## src/rtl/gcd_euclidean_unit_assert.svh

```systemverilog
// Assertion macros for the GCD unit's RTL, used by gcd_core.sv.
`ifndef GCD_EUCLIDEAN_UNIT_ASSERT_SVH
`define GCD_EUCLIDEAN_UNIT_ASSERT_SVH

// Same-cycle implication, checked on every rising edge outside reset.
`define GCD_ASSERT_SAME(label, ante, cons) \
  label: assert property (@(posedge clk) disable iff (!rst_n) (ante) |-> (cons)) \
    else $error("GCD unit: same-cycle check failed");

// Next-cycle implication, checked on every rising edge outside reset.
`define GCD_ASSERT_NEXT(label, ante, cons) \
  label: assert property (@(posedge clk) disable iff (!rst_n) (ante) |=> (cons)) \
    else $error("GCD unit: next-cycle check failed");

`endif

```

## src/rtl/gcd_pkg.sv

```systemverilog
// Package with the types shared by the GCD unit's modules.
package gcd_pkg;

  // Status that the iterative core reports to the top level.
  typedef struct packed {
    logic busy;   // a pair is being reduced
    logic done;   // the result is valid this cycle and is taken
  } gcd_stat_t;

endpackage

```

## src/rtl/gcd_euclidean_unit.sv

```systemverilog
// Top level of the GCD unit: input handshake, iterative core and output register.
// Each pair is reduced step by step (strip a factor of two, or subtract and halve) until
// an operand is zero, and the result then fills the output register; a pair with a zero
// operand needs no reduction step, and output stalls hold the result in the core. The next
// word is taken once the result has left the core. rst_n clears the sequencer and the
// output valid flag.
module gcd_euclidean_unit #(
  parameter int OPERAND_WIDTH = 32
) (
  input  logic        clk,
  input  logic        rst_n,
  input  logic        in_valid,
  output logic        in_stall,
  input  logic [31:0] in_operand_a,
  input  logic [31:0] in_operand_b,
  output logic        out_valid,
  input  logic        out_stall,
  output logic [31:0] out_gcd_value
);
  import gcd_pkg::*;

  gcd_stat_t                stat;
  logic                     start;
  logic                     take;
  logic [OPERAND_WIDTH-1:0] opa, opb, result;
  logic                     out_valid_r;
  logic [31:0]              out_gcd_value_r;

  // Operands are cut or zero-extended to the datapath width.
  assign opa = OPERAND_WIDTH'(in_operand_a);
  assign opb = OPERAND_WIDTH'(in_operand_b);

  // A new word is taken whenever the core is idle, even while an earlier
  // result still waits in the output register.
  assign in_stall = stat.busy;
  assign start    = in_valid && !in_stall;

  // The core may hand over its result once the output register is free or
  // is being emptied in this same cycle.
  assign take = !out_valid_r || !out_stall;

  gcd_core #(
    .OPERAND_WIDTH(OPERAND_WIDTH)
  ) u_core (
    .clk   (clk),
    .rst_n (rst_n),
    .start (start),
    .opa   (opa),
    .opb   (opb),
    .take  (take),
    .stat  (stat),
    .result(result)
  );

  always_ff @(posedge clk) begin
    if (!rst_n) begin
      out_valid_r <= 1'b0;
    end else if (stat.done) begin
      out_valid_r <= 1'b1;
    end else if (!out_stall) begin
      out_valid_r <= 1'b0;
    end
  end

  // The result word is cut or zero-extended to the 32-bit field.
  always_ff @(posedge clk) begin
    if (stat.done) begin
      out_gcd_value_r <= 32'(result);
    end
  end

  assign out_valid     = out_valid_r;
  assign out_gcd_value = out_gcd_value_r;

endmodule

```

## src/rtl/gcd_core.sv

```systemverilog
// Iterative GCD core: one shared compare and subtract unit under a two-state sequencer.
`include "gcd_euclidean_unit_assert.svh"

module gcd_core #(
  parameter int OPERAND_WIDTH = 32
) (
  input  logic                     clk,
  input  logic                     rst_n,
  input  logic                     start,
  input  logic [OPERAND_WIDTH-1:0] opa,
  input  logic [OPERAND_WIDTH-1:0] opb,
  input  logic                     take,
  output gcd_pkg::gcd_stat_t       stat,
  output logic [OPERAND_WIDTH-1:0] result
);
  import gcd_pkg::*;

  localparam int KW = $clog2(OPERAND_WIDTH);

  localparam logic ST_IDLE = 1'b0;
  localparam logic ST_RUN  = 1'b1;

  logic                     state_r, state_nxt;
  logic [OPERAND_WIDTH-1:0] a_r, a_nxt;
  logic [OPERAND_WIDTH-1:0] b_r, b_nxt;
  logic [KW-1:0]            k_r, k_nxt;

  logic                     a_zero, b_zero, a_ge_b, finish;
  logic [OPERAND_WIDTH-1:0] big, sml, diff, survivor;

  // The shared unit: one magnitude compare and one subtract.
  assign a_zero   = (a_r == '0);
  assign b_zero   = (b_r == '0);
  assign a_ge_b   = (a_r >= b_r);
  assign big      = a_ge_b ? a_r : b_r;
  assign sml      = a_ge_b ? b_r : a_r;
  assign diff     = big - sml;
  assign survivor = a_zero ? b_r : a_r;

  // Restore the common factors of two that were stripped on the way.
  assign result = survivor << k_r;
  assign finish = (state_r == ST_RUN) && (a_zero || b_zero) && take;

  assign stat.busy = (state_r == ST_RUN);
  assign stat.done = finish;

  always_comb begin
    state_nxt = state_r;
    a_nxt     = a_r;
    b_nxt     = b_r;
    k_nxt     = k_r;
    unique case (state_r)
      ST_IDLE: begin
        if (start) begin
          a_nxt     = opa;
          b_nxt     = opb;
          k_nxt     = '0;
          state_nxt = ST_RUN;
        end
      end
      ST_RUN: begin
        priority if (a_zero || b_zero) begin
          if (take) begin
            state_nxt = ST_IDLE;
          end
        end else if (!a_r[0] && !b_r[0]) begin
          a_nxt = a_r >> 1;
          b_nxt = b_r >> 1;
          k_nxt = k_r + KW'(1);
        end else if (!a_r[0]) begin
          a_nxt = a_r >> 1;
        end else if (!b_r[0]) begin
          b_nxt = b_r >> 1;
        end else if (a_ge_b) begin
          a_nxt = diff >> 1;
        end else begin
          b_nxt = diff >> 1;
        end
      end
      default: begin
        state_nxt = ST_IDLE;
      end
    endcase
  end

  always_ff @(posedge clk) begin
    if (!rst_n) begin
      state_r <= ST_IDLE;
    end else begin
      state_r <= state_nxt;
    end
  end

  always_ff @(posedge clk) begin
    a_r <= a_nxt;
    b_r <= b_nxt;
    k_r <= k_nxt;
  end

  `GCD_ASSERT_SAME(a_start_idle, start, !stat.busy)
  `GCD_ASSERT_NEXT(a_done_frees, stat.done, !stat.busy)
  `GCD_ASSERT_NEXT(a_k_monotonic, stat.busy && !a_zero && !b_zero, k_r >= $past(k_r))
  `GCD_ASSERT_NEXT(a_start_loads, start, stat.busy && k_r == '0)

endmodule

```

## config.mk

```make
export PLATFORM = sky130hd
export DESIGN_NAME = gcd_euclidean_unit
export DESIGN_NICKNAME = d
export VERILOG_FILES = /design/src/rtl/gcd_pkg.sv /design/src/rtl/gcd_euclidean_unit.sv /design/src/rtl/gcd_core.sv
export VERILOG_INCLUDE_DIRS = /design/src /design/src/rtl
export SDC_FILE = /design/constraint.sdc
export NUM_CORES = 1
export LEC_CHECK = 0
export BUFFER_PORTS_ARGS = -buffer_cell sky130_fd_sc_hd__clkbuf_2
export CORE_MARGIN = 2
export CORE_UTILIZATION = 54
export CTS_CLUSTER_SIZE = 10
export DETAILED_ROUTE_END_ITERATION = 12
export PLACE_DENSITY = 0.78
export REMOVE_ABC_BUFFERS = 1
export SLEW_MARGIN = 20
export SYNTH_ARGS = -nofsm -noshare
export SYNTH_HDL_FRONTEND = slang
export SYNTH_SLANG_ARGS = --single-unit
```

## constraint.sdc

```tcl
create_clock -name clk -period 4 [get_ports clk]
set_clock_uncertainty 0.15 [all_clocks]
set_input_delay 0.6 -clock clk [delete_from_list [all_inputs] [get_ports clk]]
set_output_delay 0.6 -clock clk [all_outputs]
set_load 0.1 [all_outputs]
```

==> key figures <==
Route
  – Per-cell routed wire length: ~21 um
  – DRT antenna net count: 0
  – Total wire length: ~33 mm
  – TritonRoute pass-1 iters: 6
  – Starting DRT DRC Count: 1085
  – Via density per instance: roughly 6.3
  – DR DRC count: 0
  – Via count: roughly 9900

Die
  – Starting Density: 55.4%
  – Row count: 46
  – Die area: between 15000 and 20000 um2
  – Core Footprint: roughly 16000 um2
  – Die Ht: between 100 and 150 um
  – Die Wd: ~130 um
  – I/O Pins: about 100

Critical path
  – Cell Chain, Critical Path: ha_4, and4_4, nand3_4, or4_4, a31o_4, a221oi_4, buf_4, a2111oi_4, o31ai_2, nand4_1, a41oi_2, or3_1, o211ai_1, xnor2_1, a221o_1
  – Required @ worst endpoint: approximately 4000 ps
  – Reg2Reg Depth: 15
  – Worst Setup SP: u_core.a_r[13]
  – Worst setup endpoint: u_core.a_r[23]
  – R2R Path Start: u_core.a_r[13]
  – R2R Setup Slk: -430 ps
  – WP data arrival: roughly 4400 ps
  – Critical path capture point type: register
  – Slowest stage delay, CP: ~580 ps
  – Worst path slowest cell: or4_4
  – CP Launch Type: register
  – Worst-path maximum fanout: 8
  – WS Path Type: register to register
  – Reg-to-Reg End: u_core.a_r[23]

Global route
  – Gr usage total: a little over a third
  – Vias in the first global route: between 9000 and 10000
  – Grt ovf: 0
  – Largest net degree at the start of global routing: 58
  – Global-route wire length before repair: a little under 50 mm
  – Initial antenna violation count: 0

Layout
  – Most frequent cells in the layout: buf_4, nor2_1, a21oi_1
  – Fill count: about 1100
  – Share of post-route cells with drive strength above 1: between 30% and 40%
  – Area delta synth->final: 41.2%
  – Most common cell after layout, fill and taps aside: buf_4
  – Finished Cell Area: between 10000 and 15000 um2
  – Antenna diodes: 0
  – Final nets: around 1500

CTS
  – TritonCTS Buffers: 9
  – H-tree Lvls: 3
  – CTS max path bufs: 2
  – CTS tree: yes
  – Worst-Skew Late Latency: 370 ps
  – Clock transition at path regs: roughly 90 ps
  – CTS Hold Bufs: 0
  – Root Buffer: clkbuf_16
  – Clock Sinks: between 100 and 150

Run
  – Max-Cap Viols: 0

STA
  – Final worst-path setup slack: -430 ps
  – RSZ-0062 raised after global routing: yes
  – Max-slew violations: 0
  – Part of the cycle the worst path needs: 111%
  – Final worst path period need: approximately 4400 ps
  – Setup_tns: -11660 ps
  – Setup violators final: 42
  – Max frequency: roughly 230 MHz
  – Relative slew slack: between 20% and 30%
  – Slew @ Worst Pin: between 1000 and 1500 ps
  – Final hold violation count: 0

Yosys
  – #FFs+latches synth: around 100
  – Post-Syn Area: 8810 um2
  – Register area share after synthesis: between 30% and 40%
  – Synth unique cells: 73
  – Ys async rst share: 0%
  – Post-synth EDFFs: slightly above 100
  – Syn_area_per_cell: between 8 and 9 um2
  – Yosys warning count: 0
  – Post-Syn Instances: 1050
  – Top FF cell, synth: edfxtp_1

Place
  – Port buffer count: about 100
  – Placed cell area: roughly 11000 um2
  – Routability cong.: 1.08
  – DP HPWL: roughly 23 mm

Hold path
  – Hold path start: rst_n
  – HP Class: input port to register

Power
  – Comb pwr share: roughly 65%
  – Peak VDD IR: 375 uV
  – Psw: between 2 and 3 mW
  – Internal power: between 3 and 4 mW
  – LEAKAGE: around 5.3 nW
  – Clk pwr share: between 10% and 20%
  – Sw Share: between 40% and 50%
  – Seq pwr share: about 22%
  – Tot Pwr: 6.70 mW
  – PD cells: approximately 540 nW/um2

Run status
  – Status: finished with violations
  – Violated checks: negative setup slack
area by class of cell:
cell class / instances / area, um2 / share of cell area (%)
Clock buffer: 10 / 229 / 1.84
Clock inverter: 6 / 53.8 / 0.433
Inverter: 50 / 188 / 1.51
Multi-Input combinational cell: 827 / 6100 / 49.1
Sequential cell: 103 / 3080 / 24.7
Tap cell: 216 / 270 / 2.17
Timing Repair Buffer: 359 / 2520 / 20.3
critical path, delay by kind of cell (launching register included):
family                     cells  cell delay (ps)
adders and majority gates      1              310
xor gates and xnor gates       1              180
AOI/OAI and AO/OA              7             1640
and+or+nand+nor                5             1250
buffers and inverters          1              170
DFF                            1              450
synth_stat cells, types with 5 or more instances:
cell,n,share of area [%]
a221o_1,11,1.3
clkbuf_1,58,2.5
a21oi_1,122,6.9
nor4_1,21,1.5
nand2b_1,5,0.36
mux2_2,18,2.3
inv_1,49,2.1
mux2i_1,43,4.9
o21ai_1,5,0.28
and3_1,18,1.3
nor2_1,161,6.9
nand3_1,33,1.9
a22oi_1,15,1.3
a31oi_1,6,0.43
edfxtp_1,101,34
nand2_1,74,3.2
xnor2_1,19,1.9
ha_1,36,5.1
nor3_1,16,0.91
o21ai_0,38,2.2
xor2_1,12,1.2
o31ai_1,5,0.43
nor2b_1,14,0.99
buf_1,7,0.30
a21boi_0,6,0.51
o22ai_1,26,1.8
nand4_1,10,0.71
a221oi_1,31,3.1
and2_1,8,0.57
a21o_1,5,0.43
a211oi_1,8,0.68
how the worst min path moves through the flow:
stage / cells after the start / end
after global placement: 2 / out_valid
after floorplan: 2 / u_core.b_r[26]
after detailed placement: 2 / out_valid
final: 3 / u_core.state_r
after CTS: 3 / u_core.state_r
after global routing: 3 / u_core.state_r
what timing repair did:
| action | in CTS | in global routing |
|---|---|---|
| pin swaps | 48 | 48 |
| cloned | 1 | 0 |
| buffers inserted | 20 | 33 |
| resized for setup | 81 | 88 |
| setup endpoints to repair | 48 | 51 |
registers in the layout (all words and copies together) (netlist names):
name and flops:
out_gcd_value 32, out_valid 1, u_core.a_r 32, u_core.b_r 32
u_core.k_r 5, u_core.state_r 1
power groups by stage:
stage | Combinational [mW] | Clock, mW | Sequential, mW
2_1_floorplan | 1.79 | 0 | 1.56
3_3_place_gp | 3.27 | 0 | 1.48
3_5_place_dp | 3.29 | 0 | 1.49
4_1_cts | 3.73 | 0.895 | 1.46
5_1_grt | 4.58 | 0.930 | 1.49
6_report | 4.32 | 0.901 | 1.48
logic make-up (layout without fill, tap and decap cells):
family / after synthesis / after routing / share of synthesized area (%)
AND/OR/NAND/NOR: 370 / 371 / 19.1
AO/OA/AOI/OAI: 324 / 324 / 24.4
buffers and inverters: 121 / 425 / 5.34
flip-flops: 103 / 103 / 34.9
multiplexers: 65 / 65 / 8.08
adder cells (fa/ha/maj): 36 / 36 / 5.12
XOR/XNOR: 31 / 31 / 3.08
metrics by stage:
stage	std cells	hold slack, ps	utilization [%]	setup WS, ps
final	1571	323	78.3	-430
after global routing	1571	318	78.3	-478
after CTS	1544	310	74.1	-287
after detailed placement	1507	372	68.7	-594
after global placement	1507	354	68.7	-526
after floorplan	979	473	-	-1220
metal layers:
| layer | vias to the layer above | GRT usage, % | part of all wire, % |
|---|---|---|---|
| met5 | - | 0 | 0 |
| met4 | 0 | 17.6 | 4.6 |
| met3 | 122 | 7.25 | 10 |
| met2 | 654 | 55.3 | 45 |
| met1 | 4623 | 47.7 | 40 |
| li1 | 4524 | - | - |
Power figures use the tool's default switching activity.
